<file path="src/sv/ccse_pkg.sv">
// Shared types and constants of the CRC codeword stream encoder.
package ccse_pkg;

	// Field widths
	localparam int BYTE_W = 8;
	localparam int NIB_W  = 4;
	localparam int PAD_W  = 3;
	// Header byte plus up to seven pad bits
	localparam int HDR_W  = BYTE_W + 7;

	// Configuration register widths
	localparam int GEN_BITS_W = 16;
	localparam int GEN_LEN_W  = 5;
	localparam int MSG_W      = 16;

	// APB data and address widths
	localparam int APB_DW = 32;
	localparam int APB_AW = 4;

	// Reset values of the configuration registers
	localparam logic [GEN_BITS_W-1:0] GEN_BITS_RST = 16'd13;
	localparam logic [GEN_LEN_W-1:0]  GEN_LEN_RST  = 5'd4;
	localparam logic                  WORD_MODE_RST = 1'b1;
	localparam logic [MSG_W-1:0]      MSG_RST      = 16'd1;

	// Register index, taken from paddr[3:2]
	typedef enum logic [1:0] {
		REG_GEN_BITS  = 2'd0,
		REG_GEN_LEN   = 2'd1,
		REG_WORD_MODE = 2'd2,
		REG_MSG_BYTES = 2'd3
	} reg_idx_t;

	// Configuration as seen by the datapath
	typedef struct packed {
		logic [GEN_BITS_W-1:0] gen_bits;
		logic [GEN_LEN_W-1:0]  gen_len;
		logic                  word_mode;
		logic [MSG_W-1:0]      message_bytes;
	} cfg_t;

endpackage

</file>
<file path="src/sv/ccse_front.sv">
// Front end: takes input beats, classifies them and builds left-aligned bit chunks.
module ccse_front #(
	parameter int MAX_GEN_LEN = 16,
	parameter int LENGTH_BITS = 16,
	localparam int R_MAX = MAX_GEN_LEN - 1,
	localparam int RW    = $clog2(MAX_GEN_LEN),
	localparam int CW_W  = 2 * ccse_pkg::NIB_W + 2 * R_MAX,
	localparam int ENT_W = ccse_pkg::HDR_W + CW_W,
	localparam int LW    = $clog2(ENT_W + 1)
) (
	input  logic                        clk,
	input  logic                        arst_n,
	input  ccse_pkg::cfg_t              cfg,
	input  logic                        push,
	output logic                        full,
	input  logic [ccse_pkg::BYTE_W-1:0] data_byte,
	output logic                        q_push,
	input  logic                        q_full,
	output logic [ENT_W-1:0]            q_bits,
	output logic [LW-1:0]               q_len,
	output logic                        q_last,
	output logic                        q_hdr
);

	localparam int CWH_W = ccse_pkg::NIB_W + R_MAX;

	logic [LENGTH_BITS-1:0] cnt_q;
	logic [LENGTH_BITS-1:0] msg;
	logic [LENGTH_BITS-1:0] cnt_nxt;
	logic [RW-1:0]          r_eff;
	logic [7:0]             r_ext;
	logic [ccse_pkg::PAD_W-1:0] pb3;
	logic [ccse_pkg::PAD_W-1:0] rem3;
	logic [ccse_pkg::PAD_W-1:0] pad3;
	logic                   acc_in;
	logic                   hdr_in;
	logic                   last_in;
	logic                   ld2;

	// stage 1
	logic                        v_s1;
	logic [ccse_pkg::BYTE_W-1:0] data_s1;
	logic                        hdr_s1;
	logic [ccse_pkg::PAD_W-1:0]  pad_s1;
	logic                        last_s1;
	logic [RW-1:0]               r_s1;
	logic                        mode_s1;

	// stage 2
	logic                        v_s2;
	logic [CW_W-1:0]             cw_s2;
	logic [LW-1:0]               cwlen_s2;
	logic                        hdr_s2;
	logic [ccse_pkg::PAD_W-1:0]  pad_s2;
	logic                        last_s2;

	logic [R_MAX-1:0] gm;
	logic [R_MAX-1:0] gmask;
	logic [R_MAX-1:0] gl;
	logic [R_MAX-1:0] rem_w;
	logic [R_MAX-1:0] rem_a;
	logic [R_MAX-1:0] rem_b;
	logic             fb_w;
	logic             fb_a;
	logic             fb_b;
	logic [CWH_W-1:0] cwa;
	logic [CWH_W-1:0] cwb;
	logic [CW_W-1:0]  cw;
	logic [LW-1:0]    cwlen;
	logic [LW-1:0]    hlen;
	logic [ENT_W-1:0] hvec;

	// effective remainder length, generator length clamped to 1..MAX_GEN_LEN
	always_comb begin
		if (cfg.gen_len == '0) begin
			r_eff = '0;
		end else if (int'(cfg.gen_len) > MAX_GEN_LEN) begin
			r_eff = RW'(R_MAX);
		end else begin
			r_eff = RW'(cfg.gen_len - 5'd1);
		end
	end

	// pad count: only the low three bits of length and bits per byte matter
	assign msg   = LENGTH_BITS'(cfg.message_bytes);
	assign r_ext = 8'(r_eff);
	assign pb3   = cfg.word_mode ? r_ext[2:0] : {r_ext[1:0], 1'b0};
	assign rem3  = 3'(msg[2:0] * pb3);
	assign pad3  = 3'd0 - rem3;

	// message position
	assign acc_in  = push && !full;
	assign hdr_in  = (cnt_q == '0);
	assign cnt_nxt = cnt_q + LENGTH_BITS'(1);
	assign last_in = (cnt_nxt == msg);

	// stall chain
	assign ld2    = v_s1 && (!v_s2 || !q_full);
	assign full   = v_s1 && v_s2 && q_full;
	assign q_push = v_s2;

	always_ff @(posedge clk or negedge arst_n) begin
		if (!arst_n) begin
			cnt_q <= '0;
		end else if (acc_in) begin
			cnt_q <= last_in ? '0 : cnt_nxt;
		end
	end

	// stage 1 register
	always_ff @(posedge clk or negedge arst_n) begin
		if (!arst_n) begin
			v_s1 <= 1'b0;
		end else if (acc_in) begin
			v_s1 <= 1'b1;
		end else if (ld2) begin
			v_s1 <= 1'b0;
		end
	end

	always_ff @(posedge clk) begin
		if (acc_in) begin
			data_s1 <= data_byte;
			hdr_s1  <= hdr_in;
			pad_s1  <= hdr_in ? pad3 : '0;
			last_s1 <= last_in;
			r_s1    <= r_eff;
			mode_s1 <= cfg.word_mode;
		end
	end

	// generator low r bits, left aligned in the remainder register
	assign gm    = R_MAX'(cfg.gen_bits);
	assign gmask = ~({R_MAX{1'b1}} << r_s1);
	assign gl    = (gm & gmask) << (R_MAX - int'(r_s1));

	// bit-serial division, remainder kept left aligned
	always_comb begin
		rem_w = '0;
		rem_a = '0;
		rem_b = '0;
		fb_w  = 1'b0;
		fb_a  = 1'b0;
		fb_b  = 1'b0;
		for (int i = ccse_pkg::BYTE_W - 1; i >= 0; i--) begin
			fb_w  = data_s1[i] ^ rem_w[R_MAX-1];
			rem_w = (rem_w << 1) ^ (fb_w ? gl : '0);
		end
		for (int i = ccse_pkg::NIB_W - 1; i >= 0; i--) begin
			fb_a  = data_s1[ccse_pkg::NIB_W + i] ^ rem_a[R_MAX-1];
			rem_a = (rem_a << 1) ^ (fb_a ? gl : '0);
			fb_b  = data_s1[i] ^ rem_b[R_MAX-1];
			rem_b = (rem_b << 1) ^ (fb_b ? gl : '0);
		end
	end

	// codeword bits, left aligned
	assign cwa = {data_s1[ccse_pkg::BYTE_W-1:ccse_pkg::NIB_W], rem_a};
	assign cwb = {data_s1[ccse_pkg::NIB_W-1:0], rem_b};

	always_comb begin
		if (mode_s1) begin
			cw    = {data_s1, rem_w, {R_MAX{1'b0}}};
			cwlen = LW'(ccse_pkg::BYTE_W) + LW'(r_s1);
		end else begin
			cw    = {cwa, {CWH_W{1'b0}}}
				| ({cwb, {CWH_W{1'b0}}} >> (ccse_pkg::NIB_W + int'(r_s1)));
			cwlen = LW'(ccse_pkg::BYTE_W) + LW'(r_s1) + LW'(r_s1);
		end
	end

	// stage 2 register
	always_ff @(posedge clk or negedge arst_n) begin
		if (!arst_n) begin
			v_s2 <= 1'b0;
		end else if (ld2) begin
			v_s2 <= 1'b1;
		end else if (!q_full) begin
			v_s2 <= 1'b0;
		end
	end

	always_ff @(posedge clk) begin
		if (ld2) begin
			cw_s2    <= cw;
			cwlen_s2 <= cwlen;
			hdr_s2   <= hdr_s1;
			pad_s2   <= pad_s1;
			last_s2  <= last_s1;
		end
	end

	// chunk: optional header byte and pad zeros, then codeword bits
	assign hvec = {8'(pad_s2), {(ENT_W - ccse_pkg::BYTE_W){1'b0}}};
	assign hlen = hdr_s2 ? LW'(ccse_pkg::BYTE_W) + LW'(pad_s2) : '0;

	assign q_bits = (hdr_s2 ? hvec : '0) | ({cw_s2, {ccse_pkg::HDR_W{1'b0}}} >> hlen);
	assign q_len  = hlen + cwlen_s2;
	assign q_last = last_s2;
	// header chunk opens a message, packer drops any stale partial byte
	assign q_hdr  = hdr_s2;

endmodule

</file>
<file path="src/sv/ccse_fifo.sv">
// Short register queue between the front end and the packer.
module ccse_fifo #(
	parameter int WIDTH = 8,
	parameter int DEPTH = 4,
	localparam int AW = (DEPTH > 1) ? $clog2(DEPTH) : 1,
	localparam int CW = $clog2(DEPTH + 1)
) (
	input  logic             clk,
	input  logic             arst_n,
	input  logic             push,
	output logic             full,
	input  logic [WIDTH-1:0] din,
	input  logic             pop,
	output logic             empty,
	output logic [WIDTH-1:0] dout
);

	logic [WIDTH-1:0] mem_q [DEPTH];
	logic [AW-1:0]    wr_q;
	logic [AW-1:0]    rd_q;
	logic [CW-1:0]    cnt_q;
	logic             do_wr;
	logic             do_rd;

	assign full  = (cnt_q == CW'(DEPTH));
	assign empty = (cnt_q == '0);
	assign do_wr = push && !full;
	assign do_rd = pop && !empty;
	assign dout  = mem_q[rd_q];

	// pointers and fill count
	always_ff @(posedge clk or negedge arst_n) begin
		if (!arst_n) begin
			wr_q  <= '0;
			rd_q  <= '0;
			cnt_q <= '0;
		end else begin
			if (do_wr) begin
				wr_q <= (wr_q == AW'(DEPTH - 1)) ? '0 : wr_q + AW'(1);
			end
			if (do_rd) begin
				rd_q <= (rd_q == AW'(DEPTH - 1)) ? '0 : rd_q + AW'(1);
			end
			if (do_wr && !do_rd) begin
				cnt_q <= cnt_q + CW'(1);
			end else if (do_rd && !do_wr) begin
				cnt_q <= cnt_q - CW'(1);
			end
		end
	end

	// storage
	always_ff @(posedge clk) begin
		if (do_wr) begin
			mem_q[wr_q] <= din;
		end
	end

endmodule

</file>
<file path="src/sv/ccse_pack.sv">
// Back end: packs bit chunks MSB first into output bytes and flushes at message end.
module ccse_pack #(
	parameter int ENT_W = 53,
	localparam int LW    = $clog2(ENT_W + 1),
	localparam int ACC_W = ENT_W + ccse_pkg::BYTE_W - 1,
	localparam int CNT_W = $clog2(ACC_W + 1)
) (
	input  logic                        clk,
	input  logic                        arst_n,
	input  logic                        q_empty,
	output logic                        q_pop,
	input  logic [ENT_W-1:0]            q_bits,
	input  logic [LW-1:0]               q_len,
	input  logic                        q_last,
	input  logic                        q_hdr,
	output logic                        empty,
	input  logic                        pop,
	output logic [ccse_pkg::BYTE_W-1:0] out_byte,
	output logic                        last_byte
);

	logic [ACC_W-1:0]            acc_q;
	logic [CNT_W-1:0]            cnt_q;
	logic                        lst_q;
	logic                        ov_q;
	logic [ccse_pkg::BYTE_W-1:0] ob_q;
	logic                        ol_q;
	logic                        busy;
	logic                        emit;
	logic                        blast;
	logic [ccse_pkg::PAD_W-1:0]  ld_sh;
	logic [ACC_W-1:0]            ld_vec;

	// a byte is ready, or a partial byte must be flushed at message end
	assign busy  = (cnt_q >= CNT_W'(ccse_pkg::BYTE_W)) || (lst_q && cnt_q != '0);
	assign emit  = busy && (!ov_q || pop);
	assign blast = lst_q && (cnt_q <= CNT_W'(ccse_pkg::BYTE_W));
	assign q_pop = !busy && !q_empty;

	// new chunk goes right after the leftover bits; a header chunk starts clean
	assign ld_sh  = q_hdr ? '0 : cnt_q[2:0];
	assign ld_vec = {q_bits, {(ccse_pkg::BYTE_W - 1){1'b0}}} >> ld_sh;

	always_ff @(posedge clk or negedge arst_n) begin
		if (!arst_n) begin
			acc_q <= '0;
			cnt_q <= '0;
			lst_q <= 1'b0;
		end else if (emit) begin
			acc_q <= acc_q << ccse_pkg::BYTE_W;
			cnt_q <= (cnt_q > CNT_W'(ccse_pkg::BYTE_W)) ?
				cnt_q - CNT_W'(ccse_pkg::BYTE_W) : '0;
		end else if (q_pop) begin
			acc_q <= (q_hdr ? '0 : acc_q) | ld_vec;
			cnt_q <= (q_hdr ? '0 : cnt_q) + CNT_W'(q_len);
			lst_q <= q_last;
		end
	end

	// output register
	always_ff @(posedge clk or negedge arst_n) begin
		if (!arst_n) begin
			ov_q <= 1'b0;
		end else if (emit) begin
			ov_q <= 1'b1;
		end else if (pop) begin
			ov_q <= 1'b0;
		end
	end

	always_ff @(posedge clk) begin
		if (emit) begin
			ob_q <= acc_q[ACC_W-1 -: ccse_pkg::BYTE_W];
			ol_q <= blast;
		end
	end

	assign empty     = !ov_q;
	assign out_byte  = ob_q;
	assign last_byte = ol_q;

`ifndef SYNTHESIS
	a_cnt_bound: assert property (@(posedge clk) disable iff (!arst_n)
		cnt_q <= CNT_W'(ACC_W))
		else $error("packer bit count overflow");

	a_last_clears: assert property (@(posedge clk) disable iff (!arst_n)
		emit && blast |=> cnt_q == '0)
		else $error("bits left after final byte of message");

	a_clean_tail: assert property (@(posedge clk) disable iff (!arst_n)
		(acc_q << cnt_q) == '0)
		else $error("stale bits below valid packer bits");
`endif

endmodule

</file>
<file path="src/sv/crc_codeword_stream_encoder_unit.sv">
// An item's first output byte passes front stages 1 and 2, the queue, the packer accumulator
// and the output register. The packer emits one byte per cycle while its output is free or
// popped, and loads the next item only after all whole bytes are out. Items yield 1 to 6 bytes.
// The front end accepts a beat every cycle while its two stages and the 4-entry queue have room.
// Reset (arst_n low, asynchronous): queues, message counter and leftover bits cleared;
// gen_bits=13, gen_len=4, word_mode=1, message_bytes=1.
module crc_codeword_stream_encoder_unit #(
	parameter int MAX_GEN_LEN = 16,
	parameter int LENGTH_BITS = 16
) (
	input  logic                        clk,
	input  logic                        arst_n,
	// configuration
	input  logic                        psel,
	input  logic                        penable,
	input  logic                        pwrite,
	input  logic [ccse_pkg::APB_AW-1:0] paddr,
	input  logic [ccse_pkg::APB_DW-1:0] pwdata,
	output logic [ccse_pkg::APB_DW-1:0] prdata,
	output logic                        pready,
	// input beats
	input  logic                        push,
	output logic                        full,
	input  logic [ccse_pkg::BYTE_W-1:0] data_byte,
	// output beats
	output logic                        empty,
	input  logic                        pop,
	output logic [ccse_pkg::BYTE_W-1:0] out_byte,
	output logic                        last_byte
);

	localparam int R_MAX  = MAX_GEN_LEN - 1;
	localparam int CW_W   = 2 * ccse_pkg::NIB_W + 2 * R_MAX;
	localparam int ENT_W  = ccse_pkg::HDR_W + CW_W;
	localparam int LW     = $clog2(ENT_W + 1);
	localparam int QW     = ENT_W + LW + 2;
	localparam int QDEPTH = 4;

	ccse_pkg::cfg_t     cfg_q;
	ccse_pkg::reg_idx_t ridx;
	logic               wr_en;

	logic             f_push;
	logic             f_full;
	logic [ENT_W-1:0] f_bits;
	logic [LW-1:0]    f_len;
	logic             f_last;
	logic             f_hdr;
	logic             b_empty;
	logic             b_pop;
	logic [QW-1:0]    b_dout;

	// register file
	assign ridx   = ccse_pkg::reg_idx_t'(paddr[3:2]);
	assign wr_en  = psel && penable && pwrite && pready;
	assign pready = 1'b1;

	always_ff @(posedge clk or negedge arst_n) begin
		if (!arst_n) begin
			cfg_q.gen_bits      <= ccse_pkg::GEN_BITS_RST;
			cfg_q.gen_len       <= ccse_pkg::GEN_LEN_RST;
			cfg_q.word_mode     <= ccse_pkg::WORD_MODE_RST;
			cfg_q.message_bytes <= ccse_pkg::MSG_RST;
		end else if (wr_en) begin
			unique case (ridx)
				ccse_pkg::REG_GEN_BITS: begin
					cfg_q.gen_bits <= pwdata[ccse_pkg::GEN_BITS_W-1:0];
				end
				ccse_pkg::REG_GEN_LEN: begin
					cfg_q.gen_len <= pwdata[ccse_pkg::GEN_LEN_W-1:0];
				end
				ccse_pkg::REG_WORD_MODE: begin
					cfg_q.word_mode <= pwdata[0];
				end
				ccse_pkg::REG_MSG_BYTES: begin
					cfg_q.message_bytes <= pwdata[ccse_pkg::MSG_W-1:0];
				end
				default: begin
				end
			endcase
		end
	end

	// read back
	always_comb begin
		unique case (ridx)
			ccse_pkg::REG_GEN_BITS:  prdata = ccse_pkg::APB_DW'(cfg_q.gen_bits);
			ccse_pkg::REG_GEN_LEN:   prdata = ccse_pkg::APB_DW'(cfg_q.gen_len);
			ccse_pkg::REG_WORD_MODE: prdata = ccse_pkg::APB_DW'(cfg_q.word_mode);
			ccse_pkg::REG_MSG_BYTES: prdata = ccse_pkg::APB_DW'(cfg_q.message_bytes);
			default:                 prdata = '0;
		endcase
	end

	ccse_front #(
		.MAX_GEN_LEN (MAX_GEN_LEN),
		.LENGTH_BITS (LENGTH_BITS)
	) u_front (
		.clk       (clk),
		.arst_n    (arst_n),
		.cfg       (cfg_q),
		.push      (push),
		.full      (full),
		.data_byte (data_byte),
		.q_push    (f_push),
		.q_full    (f_full),
		.q_bits    (f_bits),
		.q_len     (f_len),
		.q_last    (f_last),
		.q_hdr     (f_hdr)
	);

	ccse_fifo #(
		.WIDTH (QW),
		.DEPTH (QDEPTH)
	) u_fifo (
		.clk    (clk),
		.arst_n (arst_n),
		.push   (f_push),
		.full   (f_full),
		.din    ({f_hdr, f_last, f_len, f_bits}),
		.pop    (b_pop),
		.empty  (b_empty),
		.dout   (b_dout)
	);

	ccse_pack #(
		.ENT_W (ENT_W)
	) u_pack (
		.clk       (clk),
		.arst_n    (arst_n),
		.q_empty   (b_empty),
		.q_pop     (b_pop),
		.q_bits    (b_dout[ENT_W-1:0]),
		.q_len     (b_dout[ENT_W +: LW]),
		.q_last    (b_dout[ENT_W + LW]),
		.q_hdr     (b_dout[QW-1]),
		.empty     (empty),
		.pop       (pop),
		.out_byte  (out_byte),
		.last_byte (last_byte)
	);

endmodule
</file>
<file path="config.mk">
export PLATFORM = sky130hd
export DESIGN_NAME = crc_codeword_stream_encoder_unit
export DESIGN_NICKNAME = d
export VERILOG_FILES = /design/src/sv/ccse_pkg.sv /design/src/sv/ccse_front.sv /design/src/sv/ccse_fifo.sv /design/src/sv/ccse_pack.sv /design/src/sv/crc_codeword_stream_encoder_unit.sv
export SDC_FILE = /design/constraint.sdc
export NUM_CORES = 1
export LEC_CHECK = 0
export BUFFER_PORTS_ARGS = -buffer_cell sky130_fd_sc_hd__buf_2
export CAP_MARGIN = 20
export CORE_UTILIZATION = 40
export DETAILED_ROUTE_END_ITERATION = 16
export PLACE_DENSITY = 0.62
export SYNTH_ARGS = -nofsm -noshare
export SYNTH_HDL_FRONTEND = slang
export SYNTH_HIERARCHICAL = 1
export SYNTH_SLANG_ARGS = --single-unit
</file>
<file path="constraint.sdc">
create_clock -name clk -period 6 [get_ports clk]
set_input_delay 0.3 -clock clk [delete_from_list [all_inputs] [get_ports clk]]
set_output_delay 0.3 -clock clk [all_outputs]
set_load 0.02 [all_outputs]
</file>
==> results of run 1 <==
==> flip-flops by register name (all words and copies together) (netlist names), 4 cells and up <==
register and count:
u_fifo/mem_q 244, u_pack/cnt_q 6, u_front/r_s1 4, u_front/cw_s2 38, u_front/data_s1 8, u_pack/acc_q 60
u_front/cwlen_s2 6, u_pack/out_byte 8, u_front/cnt_q 16, cfg_q 38
==> layout make-up <==
cell class / instances / area, sq um / share of cell area
multi-input cells: 1707 / 13800 / 0.450
flip-flops and latches: 451 / 12900 / 0.419
clock buffers: 56 / 1260 / 0.0410
well taps: 931 / 1160 / 0.0378
repair buffers: 146 / 1060 / 0.0343
clock inverters: 30 / 384 / 0.0125
inverters: 48 / 180 / 0.00585
==> layout by cell type (no fill, tap or decap), types with 46 or more instances in the layout <==
master	instances
mux4_2	128
buf_2	58
buf_4	58
a21oi_1	127
nand2_1	140
nand3_1	53
edfxtp_1	320
xnor2_1	113
clkbuf_16	48
o21ai_0	105
xor2_1	46
mux2i_1	155
nor2_1	243
dfrtp_1	123
==> report_power, final <==
| part | internal (mW) | total, mW | switching, mW |
|---|---|---|---|
| logic | 4.21 | 9.91 | 5.70 |
| registers | 4.71 | 5.36 | 0.658 |
| clock network | 1.82 | 3.06 | 1.23 |
==> repair_timing <==
item                       CTS  global route
setup endpoints to repair    0             0
hold endpoints to repair   109             0
gates resized for setup      0             0
hold buffers                26             0
==> cell families after synthesis <==
kind of cell / count (synthesis)
fa+ha+maj: 26
simple gates: 650
mux: 341
buf+inv: 248
flops: 451
other cells: 2
xor+xnor: 170
compound gates: 503
==> layer usage <==
| metal | track usage | part of all wire | vias up |
|---|---|---|---|
| li1 | - | - | 9028 |
| met1 | 0.279 | 0.45 | 9912 |
| met2 | 0.324 | 0.47 | 672 |
| met3 | 0.0220 | 0.054 | 115 |
| met4 | 0.0637 | 0.027 | 0 |
| met5 | 0 | 0 | - |
==> worst max path at each step <==
| stage | startpoint | end | cells past startpoint |
|---|---|---|---|
| global placement | u_front/r_s1[0] | u_front/cw_s2[23] | 17 |
| global route | u_front/r_s1[0] | u_front/cw_s2[23] | 17 |
| floorplan | u_front/r_s1[2] | u_front/cw_s2[20] | 22 |
| detailed placement | u_front/r_s1[0] | u_front/cw_s2[23] | 17 |
| CTS | u_front/r_s1[0] | u_front/cw_s2[28] | 16 |
| finish | u_front/r_s1[0] | u_front/cw_s2[23] | 17 |
==> metrics by stage <==
step	area (sq um)	total power, mW
finish	30800	18.3
global route	30800	19.4
CTS	30800	18.3
detailed placement	28900	15.2
global placement	28900	15.0
floorplan	27900	12.8
==> critical path, cell delays in order, from the launching register on <==
cell,delay (ps)
edfxtp_1,640
buf_4,300
nor3b_2,290
a2111oi_2,120
a211oi_4,530
nand2_2,280
buf_4,310
nand2_1,80
o21ai_0,130
a221oi_1,320
xnor2_1,250
xnor3_1,380
mux2i_1,200
a21oi_1,740
nand3b_1,210
xor2_1,180
xnor2_1,90
a32oi_1,320
==> metrics.txt, run 1 <==
status=complete, no violations; Clock Path Buffers=3; port bufs=59; DP Cell Count=about 3,300; CTS H-Tree Depth=2; share of post-route cells with drive strength above 1=0.196; synthesized cell area=roughly 28,000 sq um; Pleak=11.5 nW; cells after synthesis=about 2,400; clk_skew=33.4 ps; critical-path maximum fanout=26; hold slack=approximately 230 ps; ys flop type=edfxtp_1; via count=19,700; Synth top area share=0.345; Post-route DRC=0; pre-CTS setup slack=between 500 and 600 ps; Crit path required time=between 6000 and 7000 ps; count leader, synth=edfxtp_1; Hold Path Cell Cnt=4; RSZ-0062 raised after global routing=false; #FFs+latches synth=roughly 450; EDFF count, synth=between 300 and 400; insertion delay to the later sink of the worst-skew pair=590 ps; Slew Viols, Final=0; Post-synth ARST share=0.290; crit end category=flop; post-synthesis compound-gate area fraction=0.125; largest family of logic cells by synthesized area=multiplexers; ant diodes=0; Mean Syn Cell Area=around 12 sq um; area delta synth->final=10.5%; FF-to-FF path depth=17; row count=between 90 and 100; worst endpoint data arrival time=just under 6000 ps; Final Hold Viols=0; vias in the first global route=roughly 20,000; crit path time final=~5600 ps; hold_sp=pop; relative slew slack=0.300; max-cap viol count=0; Tightest Hold Check Type=in2reg; clk slew on worst S/H paths=around 60 ps; mux share of post-synthesis cell area=0.185; initial drt markers=1,924; core area=between 60,000 and 70,000 sq um; fin crit share=0.934; GRT Util Overall=0.200; worst setup margin=396 ps; first-pass GRT wire length=between 100 and 150 mm; Routed Wire Length=~71 mm; CTS tree=yes; final core occ=0.447; Die Ht=266 um; Starting Density=0.405; Max IR drop VDD=roughly 0.00075 V; RR Endpoint=u_front/cw_s2[23]; CP Launch Type=flop; Post-CTS Setup Bufs=0; DPL Wire Length=roughly 50 mm; hold path endpoint=u_pack/cnt_q[3]; die footprint=70,700 sq um; pin count of the biggest net entering global routing=76; CTS sink count=approximately 450; simple-gate share of the synthesized area=0.112; Commonest cells post-synth=320 x edfxtp_1, 244 x nor2_1, 155 x mux2i_1, 141 x nand2_1, 128 x mux4_2; Root Buffer=clkbuf_16; IO Count=95; antenna viol nets, final=0; P per Cell Area=between 500 and 600 nW/um^2; nets=~2,500; r2r startpoint=u_front/r_s1[0]; xor/xnor cell area share of the yosys netlist=0.0589; routability congestion estimate from global placement=approximately 0.9; Synth cell types=around 100; Num CTS Buffers=47; router iterations before antenna repair=5; kind of critical path=reg2reg; antenna violations before repair=0; actual slew at the worst max-slew pin=1050 ps; final setup violating endpoints=0; die width=266 um; number of vias per cell=5.86; synthesized-area fraction occupied by adder cells=0.0121; Peak Freq=roughly 180 MHz; WL/cell=between 20 and 25 um; cell taking the most area after synthesis=edfxtp_1; Syn. warnings=6; largest cells by area after synthesis=edfxtp_1 34%, dfrtp_1 11%, mux4_2 10%; Final Non-Filler Cells=3,369; # fillers=6,296; GR Overflow Total=0; Setup TNS=0 ps; sequential-to-total area share from yosys stat=0.463; flop2flop setup slack=400 ps
Power figures use the tool's default switching activity.
==> run 2, diff against run 1 <==
--- a/config.mk
+++ b/config.mk
@@ -5,7 +5,7 @@
 export SDC_FILE = /design/constraint.sdc
 export NUM_CORES = 1
 export LEC_CHECK = 0
-export BUFFER_PORTS_ARGS = -buffer_cell sky130_fd_sc_hd__buf_2
+export BUFFER_PORTS_ARGS = -buffer_cell sky130_fd_sc_hd__clkbuf_2
 export CAP_MARGIN = 20
 export CORE_UTILIZATION = 40
 export DETAILED_ROUTE_END_ITERATION = 16
==> run 2 against run 1 <==
Compared with the run above: total power increased by 0.26%; wire length decreased by 0.25%; highest routed layer unchanged; design area about the same.
==> metrics.txt, run 2 (same netlist as run 1, synthesis figures left out) <==
Starting Density=0.405; share of post-route cells with drive strength above 1=0.193; clk slew on worst S/H paths=approximately 60 ps; nets=around 2,500; initial drt markers=between 1,500 and 2,000; commonest non-fill, non-tap cell in the layout=edfxtp_1; Crit path required time=~6300 ps; Num CTS Buffers=49; die width=~270 um; DP Area=a little under 30,000 sq um; row count=96; antenna violations before repair=2; crit end category=flop; Tot Pwr=18.4 mW; vias in the first global route=approximately 19,000; GR Layer Usage met3=0.0203; die footprint=70,700 sq um; critical-path maximum fanout=15; met1 usage in global routing=0.290; worst setup margin=~390 ps; WL/cell=between 20 and 25 um; RSZ-0062 raised after global routing=false; GR Overflow Total=0; Final Hold Viols=0; # fillers=6,283; Max IR drop VDD=roughly 0.00065 V; Die Ht=266 um; kind of critical path=reg2reg; area delta synth->final=10.5%; Reg with most FFs=u_fifo/mem_q; commonest cells after routing, fill and taps aside=320 x edfxtp_1, 243 x nor2_1, 155 x mux2i_1, 140 x nand2_1, 128 x mux4_2; status=complete, no violations; max FFs per register=244; Hold Path Cell Cnt=4; DPL Wire Length=roughly 50 mm; Register Area=12,900 sq um; worst endpoint data arrival time=5900 ps; Peak Freq=between 150 and 200 MHz; fin crit share=0.935; core area=just under 70,000 sq um; Multi-input gate area=roughly 14,000 sq um; pre-CTS setup slack=about 650 ps; GRT Util Overall=0.201; FF-to-FF path depth=15; Post-route DRC=0; CTS tree=yes; via count=around 20,000; crit path time final=between 5000 and 6000 ps; Setup TNS=0 ps; Layout Cell Area excl Fill=around 30,000 sq um; Routed Wire Length=between 70 and 80 mm; CTS sink count=~450; actual slew at the worst max-slew pin=1050 ps; first-pass GRT wire length=roughly 110 mm; largest registers=u_fifo/mem_q: 244 flops, u_pack/acc_q: 60 flops; CTS H-Tree Depth=2; IO Count=95; ant diodes=0; routability congestion estimate from global placement=between 0.9 and 1; number of vias per cell=5.86; P per Cell Area=about 600 nW/um^2; router iterations before antenna repair=6; Pleak=11.5 nW; final setup violating endpoints=0; Tightest Hold Check Type=in2reg; insertion delay to the later sink of the worst-skew pair=610 ps; met2 Track Usage GR=0.320; port bufs=59; Post-CTS Setup Bufs=0; clk_skew=between 50 and 60 ps; pin count of the biggest net entering global routing=84; flop2flop setup slack=between 300 and 400 ps; max-cap viol count=0; CP Launch Type=flop; relative slew slack=0.300; Root Buffer=clkbuf_16; hold slack=just under 200 ps; Clock Path Buffers=3; Slew Viols, Final=0; gr busiest metal=met2; antenna viol nets, final=0
[run 2: final cells by class]
| class | count | share of cell area |
|---|---|---|
| Clock buffer | 58 | 0.0409 |
| Sequential cell | 451 | 0.419 |
| Multi-Input combinational cell | 1707 | 0.450 |
| Timing Repair Buffer | 140 | 0.0339 |
| Tap cell | 931 | 0.0378 |
| Inverter | 48 | 0.00585 |
| Clock inverter | 31 | 0.0132 |
[run 2: timing repair]
action                                  CTS  global route
hold endpoints to repair                104             0
endpoints found under the setup margin    0             0
hold buffers                             26             0
resized for setup                         0             0
[run 2: path summary, 6_finish.rpt]
path / from / endpoint
min: pop / u_pack/cnt_q[3]
max reg2reg: u_front/r_s1[1] / u_front/cw_s2[29]
max in group asynchronous: arst_n / u_pack/acc_q[9]
min in group asynchronous: arst_n / u_fifo/cnt_q[1]
min reg2reg: u_front/pad_s1[2] / u_front/pad_s2[2]
max: u_front/r_s1[1] / u_front/cw_s2[29]
[run 2: metrics by stage]
stage          utilization  cells
4_1_cts              0.447   3365
2_1_floorplan            -   2406
6_report             0.447   3366
5_1_grt              0.447   3366
3_3_place_gp         0.419   3249
3_5_place_dp         0.419   3250
[run 2: routing by layer]
metal	part of all wire	wire (um)	up-vias
li1	-	-	9010
met1	0.46	32600	9876
met2	0.46	32800	712
met3	0.055	3890	115
met4	0.025	1750	0
met5	0	0	-
[run 2: critical path: stages, from the launching register on]
cell and delay [ps]:
edfxtp_1 600, nand2b_1 480, nor2_1 160, a211o_1 380, nor2_2 420, nor2_1 220, a2111oi_4 480, mux2i_1 340
xnor2_2 220, xnor2_4 190, xor2_1 220, mux2i_1 250, xnor3_2 630, nor2_1 180, xor2_1 390, a21oi_1 140
[run 2: power breakdown]
| group | switching [mW] | internal, mW |
|---|---|---|
| Clock | 1.25 | 1.82 |
| Sequential | 0.676 | 4.70 |
| Combinational | 5.71 | 4.21 |
==> run 3, diff against run 2 <==
--- a/config.mk
+++ b/config.mk
@@ -9,6 +9,7 @@
 export CAP_MARGIN = 20
 export CORE_UTILIZATION = 40
 export DETAILED_ROUTE_END_ITERATION = 16
+export GPL_TIMING_DRIVEN = 0
 export PLACE_DENSITY = 0.62
 export SYNTH_ARGS = -nofsm -noshare
 export SYNTH_HDL_FRONTEND = slang
==> run 3 against run 2 <==
Compared with the run above: cell count up 5.0%; global-route usage is 3.3 points higher; combinational power up 12%; first-iteration DRC count fell by 3.3%; critical endpoint is now u_front/cw_s2[22]; design area rose by 3.6%; count of clock-buffer cells in the layout grew 3; core utilization rose by 1.6 points; worst setup slack worse by 240 ps; non-clock buffer count is 168 higher; die area stayed put; via count is 5.4% higher.
==> metrics.txt, run 3 (same netlist as run 1, synthesis figures left out) <==
CTS tree=yes; crit end category=flop; via count=20,800; Clock Path Buffers=3; Tightest Hold Check Type=in2reg; CTS sink count=approximately 450; sequential share of power=0.274; DPL Wire Length=a little over 60 mm; IO Count=95; pin count of the biggest net entering global routing=67; actual slew at the worst max-slew pin=between 900 and 1000 ps; Final Non-Filler Cells=~3,500; hold_sp=pop; Post-route DRC=0; max-cap viol count=0; Reg with most FFs=u_fifo/mem_q; area delta synth->final=14.5%; row count=96; Die Ht=266 um; logic gate share of total power=0.568; insertion delay to the later sink of the worst-skew pair=~600 ps; worst setup margin=between 100 and 150 ps; hold slack=between 150 and 200 ps; Starting Density=0.405; GR Layer Usage met3=0.0258; final setup violating endpoints=0; initial drt markers=between 1,500 and 2,000; CP Launch Type=flop; Tot Pwr=around 19 mW; final core occ=0.464; Layout Cell Area excl Fill=about 32,000 sq um; Crit path required time=6440 ps; met1 usage in global routing=0.304; Max IR drop VDD=~0.00083 V; CTS H-Tree Depth=2; number of vias per cell=a little under 6; hold path endpoint=u_pack/cnt_q[3]; pre-CTS setup slack=-1160 ps; DP Area=29,600 sq um; die width=between 200 and 300 um; r2r startpoint=u_front/r_s1[2]; worst endpoint data arrival time=between 6000 and 7000 ps; DP Cell Count=approximately 3,400; Switching Fraction=0.429; critical-path maximum fanout=10; nets=2,640; Slew Viols, Final=0; # fillers=between 6,000 and 7,000; fin crit share=0.975; die footprint=between 70,000 and 80,000 sq um; Root Buffer=clkbuf_16; share of post-route cells with drive strength above 1=0.217; clock share of power=0.158; flop2flop setup slack=150 ps; Pleak=around 12 nW; clk_skew=22.7 ps; Routed Wire Length=approximately 83 mm; Hold Path Cell Cnt=4; Num CTS Buffers=between 40 and 50; commonest cells after routing, fill and taps aside=320 x edfxtp_1, 239 x nor2_1, 153 x mux2i_1, 140 x nand2_1, 128 x mux4_2; status=complete, no violations; Peak Freq=around 170 MHz; clk slew on worst S/H paths=60 ps; crit path time final=roughly 5900 ps; max FFs per register=244; sw power=8.35 mW; routability congestion estimate from global placement=0.941; Setup TNS=0 ps; GR Overflow Total=0; WL/cell=23.4 um; relative slew slack=0.331; core area=68,800 sq um; met2 Track Usage GR=0.396; GRT Util Overall=0.234; router iterations before antenna repair=6; cell-internal power=about 11 mW; port bufs=57; largest registers=u_fifo/mem_q: 244 flops, u_pack/acc_q: 60 flops; P per Cell Area=between 600 and 700 nW/um^2; commonest non-fill, non-tap cell in the layout=edfxtp_1; gr busiest metal=met2; antenna violations before repair=0; vias in the first global route=20,900; antenna viol nets, final=0; ant diodes=0; first-pass GRT wire length=roughly 130 mm; RR Endpoint=u_front/cw_s2[22]; kind of critical path=reg2reg; FF-to-FF path depth=21; Final Hold Viols=0
## run 3: cell count changes in the layout (fill, tap and decap cells not counted), moves of 4 or more
cell,before,now
xnor3_1,8,4
and2_4,2,6
buf_6,1,22
a21oi_1,127,123
and2_2,4,0
buf_2,0,29
nor2_1,243,239
buf_16,1,5
buf_1,0,11
xnor3_2,1,5
clkinv_1,9,4
clkbuf_1,9,107
clkbuf_8,0,7
## run 3: power groups by stage
stage	Combinational, mW	Clock, mW	Sequential, mW
5_1_grt	11.8	3.26	5.42
3_5_place_dp	10.5	0	5.38
4_1_cts	10.7	3.15	5.33
2_1_floorplan	7.60	0	5.16
3_3_place_gp	10.3	0	5.40
6_report	11.1	3.07	5.34
## run 3: layer usage
metal	vias to the layer above	wire, um
li1	9370	-
met5	-	0
met2	794	40300
met3	202	4230
met1	10400	34900
met4	0	3500
## run 3: layout make-up
class | instances | area (sq um) | area share
buffer | 198 | 1100 | 0.0345
clock buffer | 61 | 1290 | 0.0404
clock inverter | 28 | 373 | 0.0117
inverter | 48 | 181 | 0.00568
multi-input combinational | 1707 | 14000 | 0.440
sequential | 451 | 12900 | 0.404
tap | 931 | 1160 | 0.0365
timing repair buffer | 110 | 880 | 0.0276
## run 3: worst max-delay path by stage
stage,endpoint,slack (ps),startpoint,cells after the start
after floorplan,u_front/cw_s2[20],370,u_front/r_s1[2],22
after global placement,u_front/cw_s2[20],-1160,u_front/r_s1[2],22
after detailed placement,u_front/cw_s2[20],-1160,u_front/r_s1[2],22
after CTS,u_front/cw_s2[20],4,u_front/r_s1[2],23
after global routing,u_front/cw_s2[22],-1,u_front/r_s1[2],21
final,u_front/cw_s2[22],150,u_front/r_s1[2],21
## run 3: worst max-delay path: stages (launching register included)
cell,delay (ps)
edfxtp_1,480
buf_6,190
buf_6,150
inv_2,100
clkbuf_8,190
clkbuf_8,190
ha_2,240
nor2b_1,70
mux4_2,540
and2_1,230
a221o_2,410
nand2_1,160
o21ai_1,120
a221oi_2,360
xnor2_2,190
xnor3_2,470
mux2i_2,220
and3_2,290
or2_2,340
nor2_1,110
xnor3_1,470
a21oi_2,170
## run 3: repair_timing
action                                  in CTS  in global routing
buffers inserted                             5                 14
gates resized for setup                     42                 35
endpoints found under the setup margin      29                 17
hold buffers                                26                  0
hold endpoints to repair                   105                  0
pin swaps                                    5                 18
